`config.mk`:
```
export PLATFORM = sky130hd
export DESIGN_NAME = stream_find_and_replace
export DESIGN_NICKNAME = d
export VERILOG_FILES = /design/src/rtl/sfr_pkg.sv /design/src/rtl/sfr_front.sv /design/src/rtl/sfr_queue.sv /design/src/rtl/sfr_back.sv /design/src/rtl/stream_find_and_replace.sv
export SDC_FILE = /design/constraint.sdc
export NUM_CORES = 1
export LEC_CHECK = 0
export BUFFER_PORTS_ARGS = -buffer_cell sky130_fd_sc_hd__buf_2
export CAP_MARGIN = 20
export CORE_UTILIZATION = 45
export DETAILED_ROUTE_END_ITERATION = 6
export SETUP_SLACK_MARGIN = 0.4
export SYNTH_ARGS = -nofsm -noshare
export SYNTH_HDL_FRONTEND = slang
export SYNTH_SLANG_ARGS = --single-unit
```
`constraint.sdc`:
```
create_clock -name clock -period 16.7 [get_ports clock]
set_input_delay 2.505 -clock clock [delete_from_list [all_inputs] [get_ports clock]]
set_output_delay 2.505 -clock clock [all_outputs]
set_load 0.02 [all_outputs]
```
`src/rtl/sfr_pkg.sv`:
```
// ----------------------------------------------------------------------------
// sfr_pkg
// Shared types and constants for the stream find-and-replace block.
// ----------------------------------------------------------------------------
package sfr_pkg;

   localparam int BYTE_W          = 8;
   localparam int WINDOW_DEPTH    = 16;
   localparam int LEN_W           = 5;
   localparam int IDX_W           = 4;
   localparam int QUEUE_DEPTH     = 2;
   localparam int CSR_INDEX_W     = 3;
   localparam int CSR_DATA_W      = 64;
   localparam int PATTERN_MAX     = 16;
   localparam int REPLACEMENT_MAX = 16;

   localparam logic [CSR_INDEX_W-1:0] CSR_PATTERN_LOW      = 3'd0;
   localparam logic [CSR_INDEX_W-1:0] CSR_PATTERN_HIGH     = 3'd1;
   localparam logic [CSR_INDEX_W-1:0] CSR_PATTERN_LENGTH   = 3'd2;
   localparam logic [CSR_INDEX_W-1:0] CSR_REPLACEMENT_LOW  = 3'd3;
   localparam logic [CSR_INDEX_W-1:0] CSR_REPLACEMENT_HIGH = 3'd4;
   localparam logic [CSR_INDEX_W-1:0] CSR_REPLACEMENT_LEN  = 3'd5;

   typedef logic [WINDOW_DEPTH-1:0][BYTE_W-1:0] byte_row_type;

   typedef struct packed {
      logic [BYTE_W-1:0] text_byte;
      logic              stream_end;
   } req_type;

   typedef struct packed {
      logic [BYTE_W-1:0] result_byte;
      logic              run_last;
      logic              text_done;
   } rsp_type;

   // one queued burst of result bytes
   typedef struct packed {
      byte_row_type     bytes;
      logic             use_repl;
      logic [IDX_W-1:0] last_idx;
      logic             stream_end;
   } job_type;

endpackage

```
`src/rtl/sfr_front.sv`:
```
// ----------------------------------------------------------------------------
// sfr_front
// Accepts text beats, keeps the match window and classifies each beat into
// a burst job: window bytes, replacement bytes, or nothing.
// ----------------------------------------------------------------------------
module sfr_front
   import sfr_pkg::*;
#(
   parameter int PAT_MAX = PATTERN_MAX,
   parameter int REP_MAX = REPLACEMENT_MAX
) (
   input  logic             clock,
   input  logic             reset,
   input  logic             req_valid,
   output logic             req_stall,
   input  req_type          req_data,
   input  byte_row_type     pattern_bytes,
   input  logic [LEN_W-1:0] pattern_length,
   input  logic [LEN_W-1:0] replacement_length,
   input  logic             queue_full,
   output logic             push,
   output job_type          push_job
);

   localparam int PAT_CAP_I = (PAT_MAX < WINDOW_DEPTH) ? PAT_MAX : WINDOW_DEPTH;
   localparam int REP_CAP_I = (REP_MAX < WINDOW_DEPTH) ? REP_MAX : WINDOW_DEPTH;
   localparam logic [LEN_W-1:0] PAT_CAP = LEN_W'(PAT_CAP_I);
   localparam logic [LEN_W-1:0] REP_CAP = LEN_W'(REP_CAP_I);

   byte_row_type     window_ff, window_in;
   logic [LEN_W-1:0] fill_ff, fill_in;

   byte_row_type     w_app;
   logic [LEN_W-1:0] fill_app;
   logic [LEN_W-1:0] plen, rlen, count;
   logic             hit, use_repl, accept;

   assign plen     = (pattern_length > PAT_CAP) ? PAT_CAP : pattern_length;
   assign rlen     = (replacement_length > REP_CAP) ? REP_CAP : replacement_length;
   assign req_stall = queue_full;
   assign accept   = req_valid && !req_stall;
   assign fill_app = fill_ff + LEN_W'(1);

   always_comb begin
      logic ok;
      ok = 1'b1;
      for (int i = 0; i < WINDOW_DEPTH; i++) begin
         w_app[i] = (LEN_W'(i) == fill_ff) ? req_data.text_byte : window_ff[i];
         if ((LEN_W'(i) < plen) && (w_app[i] != pattern_bytes[i])) begin
            ok = 1'b0;
         end
      end
      hit = ok;
   end

   always_comb begin
      window_in = w_app;
      use_repl  = 1'b0;
      count     = fill_app;
      fill_in   = '0;
      if (fill_app > plen) begin
         count = fill_app;
      end else if (fill_app == plen) begin
         if (hit) begin
            use_repl = 1'b1;
            count    = rlen;
         end else if (!req_data.stream_end) begin
            count   = LEN_W'(1);
            fill_in = fill_app - LEN_W'(1);
            for (int i = 0; i < WINDOW_DEPTH - 1; i++) begin
               window_in[i] = w_app[i+1];
            end
         end
      end else if (!req_data.stream_end) begin
         count   = '0;
         fill_in = fill_app;
      end
   end

   assign push                = accept && (count != '0);
   assign push_job.bytes      = w_app;
   assign push_job.use_repl   = use_repl;
   assign push_job.last_idx   = IDX_W'(count - LEN_W'(1));
   assign push_job.stream_end = req_data.stream_end;

   always_ff @(posedge clock) begin
      if (reset) begin
         fill_ff <= '0;
      end else if (accept) begin
         fill_ff <= fill_in;
      end
   end

   always_ff @(posedge clock) begin
      if (accept) begin
         window_ff <= window_in;
      end
   end

endmodule

```
`src/rtl/sfr_queue.sv`:
```
// ----------------------------------------------------------------------------
// sfr_queue
// Short job queue between the classifying front and the emitting back.
// ----------------------------------------------------------------------------
module sfr_queue
   import sfr_pkg::*;
(
   input  logic    clock,
   input  logic    reset,
   input  logic    push,
   input  job_type push_job,
   input  logic    pop,
   output logic    full,
   output logic    head_valid,
   output job_type head_job
);

   localparam int PTR_W = (QUEUE_DEPTH > 1) ? $clog2(QUEUE_DEPTH) : 1;
   localparam int CNT_W = $clog2(QUEUE_DEPTH + 1);
   localparam logic [CNT_W-1:0] FULL_COUNT = CNT_W'(QUEUE_DEPTH);
   localparam logic [PTR_W-1:0] LAST_PTR   = PTR_W'(QUEUE_DEPTH - 1);

   job_type          entry_ff [QUEUE_DEPTH];
   logic [PTR_W-1:0] wr_ptr_ff, wr_ptr_in;
   logic [PTR_W-1:0] rd_ptr_ff, rd_ptr_in;
   logic [CNT_W-1:0] count_ff, count_in;

   assign full       = (count_ff == FULL_COUNT);
   assign head_valid = (count_ff != '0);
   assign head_job   = entry_ff[rd_ptr_ff];

   always_comb begin
      wr_ptr_in = wr_ptr_ff;
      rd_ptr_in = rd_ptr_ff;
      count_in  = count_ff;
      if (push) begin
         wr_ptr_in = (wr_ptr_ff == LAST_PTR) ? '0 : wr_ptr_ff + PTR_W'(1);
      end
      if (pop) begin
         rd_ptr_in = (rd_ptr_ff == LAST_PTR) ? '0 : rd_ptr_ff + PTR_W'(1);
      end
      if (push && !pop) begin
         count_in = count_ff + CNT_W'(1);
      end else if (pop && !push) begin
         count_in = count_ff - CNT_W'(1);
      end
   end

   always_ff @(posedge clock) begin
      if (reset) begin
         wr_ptr_ff <= '0;
         rd_ptr_ff <= '0;
         count_ff  <= '0;
      end else begin
         wr_ptr_ff <= wr_ptr_in;
         rd_ptr_ff <= rd_ptr_in;
         count_ff  <= count_in;
      end
   end

   always_ff @(posedge clock) begin
      if (push) begin
         entry_ff[wr_ptr_ff] <= push_job;
      end
   end

endmodule

```
`src/rtl/sfr_back.sv`:
```
// ----------------------------------------------------------------------------
// sfr_back
// Walks the head job one byte per cycle, while rsp_stall does not hold the output, into the result output register.
// ----------------------------------------------------------------------------
module sfr_back
   import sfr_pkg::*;
(
   input  logic         clock,
   input  logic         reset,
   input  logic         head_valid,
   input  job_type      head_job,
   input  byte_row_type replacement_bytes,
   output logic         pop,
   output logic         rsp_valid,
   input  logic         rsp_stall,
   output rsp_type      rsp_data
);

   logic [IDX_W-1:0] idx_ff, idx_in;
   logic             rsp_valid_ff, rsp_valid_in;
   rsp_type          rsp_data_ff, rsp_data_in;
   logic             load, last;

   assign load = head_valid && (!rsp_valid_ff || !rsp_stall);
   assign last = (idx_ff == head_job.last_idx);
   assign pop  = load && last;

   always_comb begin
      idx_in       = idx_ff;
      rsp_valid_in = rsp_valid_ff;
      rsp_data_in  = rsp_data_ff;
      if (!rsp_valid_ff || !rsp_stall) begin
         rsp_valid_in = head_valid;
      end
      if (load) begin
         idx_in                  = last ? '0 : idx_ff + IDX_W'(1);
         rsp_data_in.result_byte = head_job.use_repl ? replacement_bytes[idx_ff]
                                                     : head_job.bytes[idx_ff];
         rsp_data_in.run_last    = last;
         rsp_data_in.text_done   = last && head_job.stream_end;
      end
   end

   always_ff @(posedge clock) begin
      if (reset) begin
         idx_ff       <= '0;
         rsp_valid_ff <= 1'b0;
      end else begin
         idx_ff       <= idx_in;
         rsp_valid_ff <= rsp_valid_in;
      end
   end

   always_ff @(posedge clock) begin
      rsp_data_ff <= rsp_data_in;
   end

   assign rsp_valid = rsp_valid_ff;
   assign rsp_data  = rsp_data_ff;

endmodule

```
`src/rtl/stream_find_and_replace.sv`:
```
// ----------------------------------------------------------------------------
// stream_find_and_replace
// Streaming byte find-and-replace with a configurable pattern and replacement.
// ----------------------------------------------------------------------------
// Usage:
//   req_ carries one text byte per beat plus a stream_end flag on the last
//   byte of a text. rsp_ returns the substituted text, one byte per beat;
//   run_last marks the last result of an input beat and text_done the last
//   result of the whole text. A beat that completes a match with an empty
//   replacement, or that only fills the window, produces no result.
//   csr_ writes the six registers (pattern low/high, pattern length,
//   replacement low/high, replacement length); csr_ready is always high.
//   Write them only while no results are outstanding.
//   Each result is registered in the job queue and then in the result
//   output register. Throughput: one input beat per cycle while each beat
//   causes at most one result and rsp_stall is low; a beat causing k
//   results holds the emitter until all k are out, and req_stall rises
//   once the two-entry job queue fills.
//   Reset clears the fill count, queue pointers and count, output valid
//   flag and CSR registers, not the window or result bytes. While rsp_stall
//   is high the result beat holds; the queue takes input until full.
// ----------------------------------------------------------------------------
module stream_find_and_replace
   import sfr_pkg::*;
#(
   parameter int PAT_MAX = PATTERN_MAX,
   parameter int REP_MAX = REPLACEMENT_MAX
) (
   input  logic                   clock,
   input  logic                   reset,
   input  logic                   req_valid,
   output logic                   req_stall,
   input  req_type                req_data,
   output logic                   rsp_valid,
   input  logic                   rsp_stall,
   output rsp_type                rsp_data,
   input  logic                   csr_valid,
   output logic                   csr_ready,
   input  logic [CSR_INDEX_W-1:0] csr_index,
   input  logic [CSR_DATA_W-1:0]  csr_data
);

   logic [CSR_DATA_W-1:0] pat_lo_ff, pat_hi_ff, rep_lo_ff, rep_hi_ff;
   logic [LEN_W-1:0]      pat_len_ff, rep_len_ff;
   byte_row_type          pattern_bytes, replacement_bytes;
   logic                  csr_write;

   logic    push, pop, queue_full, head_valid;
   job_type push_job, head_job;

   assign csr_ready = 1'b1;
   assign csr_write = csr_valid && csr_ready;

   always_ff @(posedge clock) begin
      if (reset) begin
         pat_lo_ff  <= '0;
         pat_hi_ff  <= '0;
         pat_len_ff <= '0;
         rep_lo_ff  <= '0;
         rep_hi_ff  <= '0;
         rep_len_ff <= '0;
      end else if (csr_write) begin
         case (csr_index)
            CSR_PATTERN_LOW:      pat_lo_ff  <= csr_data;
            CSR_PATTERN_HIGH:     pat_hi_ff  <= csr_data;
            CSR_PATTERN_LENGTH:   pat_len_ff <= csr_data[LEN_W-1:0];
            CSR_REPLACEMENT_LOW:  rep_lo_ff  <= csr_data;
            CSR_REPLACEMENT_HIGH: rep_hi_ff  <= csr_data;
            CSR_REPLACEMENT_LEN:  rep_len_ff <= csr_data[LEN_W-1:0];
            default: ;
         endcase
      end
   end

   assign pattern_bytes     = {pat_hi_ff, pat_lo_ff};
   assign replacement_bytes = {rep_hi_ff, rep_lo_ff};

   sfr_front #(
      .PAT_MAX (PAT_MAX),
      .REP_MAX (REP_MAX)
   ) u_front (
      .clock              (clock),
      .reset              (reset),
      .req_valid          (req_valid),
      .req_stall          (req_stall),
      .req_data           (req_data),
      .pattern_bytes      (pattern_bytes),
      .pattern_length     (pat_len_ff),
      .replacement_length (rep_len_ff),
      .queue_full         (queue_full),
      .push               (push),
      .push_job           (push_job)
   );

   sfr_queue u_queue (
      .clock      (clock),
      .reset      (reset),
      .push       (push),
      .push_job   (push_job),
      .pop        (pop),
      .full       (queue_full),
      .head_valid (head_valid),
      .head_job   (head_job)
   );

   sfr_back u_back (
      .clock             (clock),
      .reset             (reset),
      .head_valid        (head_valid),
      .head_job          (head_job),
      .replacement_bytes (replacement_bytes),
      .pop               (pop),
      .rsp_valid         (rsp_valid),
      .rsp_stall         (rsp_stall),
      .rsp_data          (rsp_data)
   );

endmodule
```
==> summary.md <==
| Metric | Value |
|---|---|
| Status | complete, no violations |
| # DRC | 0 |
| Fmax | approximately 0.12 GHz |
| DR WL met3 | 9744 µm |
| Post-synth top flop | edfxtp_1 |
| Worst-Skew Late Latency | 620 ps |
| Cell Area, Synth | roughly 31000 µm² |
| Vias in the first global route | approximately 22000 |
| I/O Pins | 94 |
| Met1 wire length | about 46000 µm |
| Share of cells above drive strength 1 | between 10 and 15% |
| Layout net count | a little over 3000 |
| Max Root-Sink Buffers | 3 |
| Average size of a mapped cell | roughly 11 µm² |
| Post-synthesis async set-or-reset flop share | 0% |
| Critical path class | in -> reg |
| Worst Path Required | between 15000 and 20000 ps |
| Peak supply drop | between 0.09 and 0.1 mV |
| Hold WC Path Type | reg -> reg |
| Max cap viols | 0 |
| Setup TNS | 0 ps |
| Crit path from | req_data[5] |
| Startpoint Class | input port |
| Hold path startpoint | rep_lo_ff[54] |
| Seq. cell area | 17830 µm² |
| Vias | around 23000 |
| Post-synth EDFFs | about 400 |
| First-pass GRT wire length | ~150000 µm |
| Slew Limit Fails | 0 |
| Multi-input combinational cell area | ~12000 µm² |
| CTS Hold Bufs | 0 |
| Total track usage | between 20 and 30% |
| Post-cts sizing count | 0 |
| WHS | roughly 450 ps |
| H-Tree Level Count | 3 |
| Clock skew | about 32 ps |
| Total CTS buffers | between 70 and 80 |
| Routability congestion estimate | ~0.97 |
| Overall Power | 4.879 mW |
| Setup-failing EPs final | 0 |
| Least-Margin Pin Slew | around 1100 ps |
| Crit. End Element | flop |
| DP HPWL | about 76000 µm |
| Clock slew at reported path FFs | approximately 60 ps |
| Std-Cell Rows | 96 |
| Mapped Cells | 2913 |
| CP arrival | roughly 9000 ps |
| GRT Residual Overflow | 0 |
| Clock Sinks | just under 700 |
| Core area | slightly below 70000 µm² |
| Fillers | 6236 |
| Clock root buffer | clkbuf_16 |
| Antenna violations before repair | 8 |
| Crit path time final | between 8000 and 9000 ps |
| Post-DRT Antenna Nets | 0 |
| Die area | slightly above 70000 µm² |
| Vias per cell | just under 6 |
| Final hold violations | 0 |
| Die W | around 270 µm |
| FF-to-FF Start | u_front.fill_ff[0] |
| CTS tree | done |
| RSZ-0062 raised after global routing | false |
| Crit Path Max Fanout | 73 |
| Syn_nets | between 3000 and 4000 |
| Leakage | roughly 12 nW |
| Die H | roughly 270 µm |
| Cell variety after synth | 74 |
| Sequential fraction of the synthesis area | a little under three fifths |
| Initial DRT Pass Iterations | 6 |
| Final WL | around 110000 µm |
| Final critical-path share of the clock period | between 50% and 60% |
| Largest net degree at the start of global routing | 210 |
| FF+latch count, synth | 687 |
| DR WL met2 | between 40000 and 50000 µm |
| Avg WL per Cell | 26.96 µm |
| Initial DRC Count | between 2000 and 3000 |
| PwrDens | approximately 140 nW/µm² |
| Synth warn | 0 |
| P&R area growth vs syn | 11.87% |
| # diodes | 0 |
| PortBufs | 92 |
| Top sig layer | met5 |
| Post-CTS setup repair buffer count | 0 |
| Worst slew margin | a little under 30% |
| Initial Utilization | 45.68% |
-- cells in the final DEF, fill, tap and decap left out, drive strengths merged, types with 14 or more instances in the layout --
master / instances
edfxtp: 406
nand3: 22
dfxtp: 281
xnor2: 49
clkinv: 29
inv: 222
buf: 133
mux4: 120
nor2b: 29
nand2: 547
a22oi: 14
o22ai: 45
nor2: 194
clkbuf: 94
a21oi: 420
xor2: 28
ha: 14
o21ai: 25
mux2i: 131
-- metal layers --
layer,vias up,GRT usage (%)
met1,11600,43.09
met2,1068,43.37
met4,8,12.05
li1,10360,-
met3,167,5.969
met5,-,1.386
-- synth_stat cells, types with 4 or more instances --
library cell	n	share of area [%]
o22ai_1	45	0.89
or3_1	7	0.14
dfxtp_1	281	18
nand2b_1	12	0.24
mux4_2	120	8.6
buf_4	9	0.21
xor2_1	28	0.78
o22a_1	4	0.11
a221oi_1	11	0.31
o221ai_1	11	0.31
mux2_2	6	0.21
inv_1	214	2.6
a222oi_1	10	0.32
nor3_1	11	0.17
nand4_1	11	0.22
buf_2	38	0.60
nand2_1	547	6.5
clkbuf_1	112	1.3
or4_1	5	0.12
and2_1	4	0.079
buf_1	32	0.38
a211oi_1	4	0.095
o21ai_0	22	0.35
and3_1	8	0.16
nor2_1	194	2.3
xnor2_1	49	1.4
nor4bb_1	5	0.16
edfxtp_1	406	39
a21oi_1	419	6.7
mux2i_1	130	4.1
nor2b_1	29	0.58
nand3_1	22	0.35
a2111oi_0	7	0.19
nor4_1	12	0.24
ha_1	14	0.56
a22oi_1	14	0.33
a31oi_1	4	0.079
-- path summary, 6_finish.rpt --
check,end,slack [ps],cells after the start
setup / recovery,u_queue.entry_ff[1][89],8190,15
hold / removal,rep_lo_ff[54],450,2
setup reg to reg,u_queue.entry_ff[1][89],9290,16
hold reg to reg,rep_lo_ff[54],450,2
-- sequential cells by signal, indices dropped and copies added (netlist names), 4 cells and up, named ones only --
register,cells
u_queue.entry_ff,268
u_front.window_ff,128
pat_hi_ff,64
pat_lo_ff,64
rep_hi_ff,64
rep_lo_ff,64
u_back.rsp_data,10
pat_len_ff,5
rep_len_ff,5
u_front.fill_ff,5
u_back.idx_ff,4
-- through the flow --
stage | std cells | worst slack (ps) | instance area (µm²) | util, %
2_1_floorplan | 2913 | 4931 | 31500 | -
3_3_place_gp | 3784 | 7771 | 32760 | 47.52
3_5_place_dp | 3784 | 7583 | 32760 | 47.52
4_1_cts | 3918 | 8215 | 35180 | 51.03
5_1_grt | 3920 | 7970 | 35240 | 51.11
6_report | 3920 | 8190 | 35240 | 51.11
-- critical path, stage by stage --
cell and delay (ps):
buf_2 500, inv_1 520, a222oi_1 460, nand4_1 150, a221o_1 340, nor4_1 580, a31o_2 280, o2111ai_2 220
nor3_4 490, mux2i_1 300, inv_1 110, ha_1 250, a21oi_2 240, and2_4 740, buf_4 880
-- where the power goes --
| group | internal [mW] | switching [mW] | total (mW) |
|---|---|---|---|
| combinational | 0.333 | 0.646 | 0.980 |
| clock | 0.946 | 0.694 | 1.64 |
| sequential | 2.14 | 0.123 | 2.26 |
-- kinds of logic (layout without fill, tap and decap cells) --
family / after synthesis / in the layout / synth area share (%)
muxes: 258 / 258 / 13.01
buffers and inverters: 407 / 483 / 5.132
AOI/OAI and AO/OA: 589 / 589 / 10.72
xor gates and xnor gates: 77 / 77 / 2.141
DFF: 687 / 687 / 56.57
other: 1 / 1 / 0.01191
adders and majority gates: 14 / 14 / 0.5562
and+or+nand+nor: 880 / 880 / 11.87
-- final cells by class --
cell class	instances	share of cell area, %
clock inverters	41	0.9907
inverters	215	2.305
flip-flops and latches	687	50.59
repair buffers	134	2.376
well taps	931	3.306
clock buffers	93	5.870
multi-input cells	1819	34.56
Power figures use the tool's default switching activity.
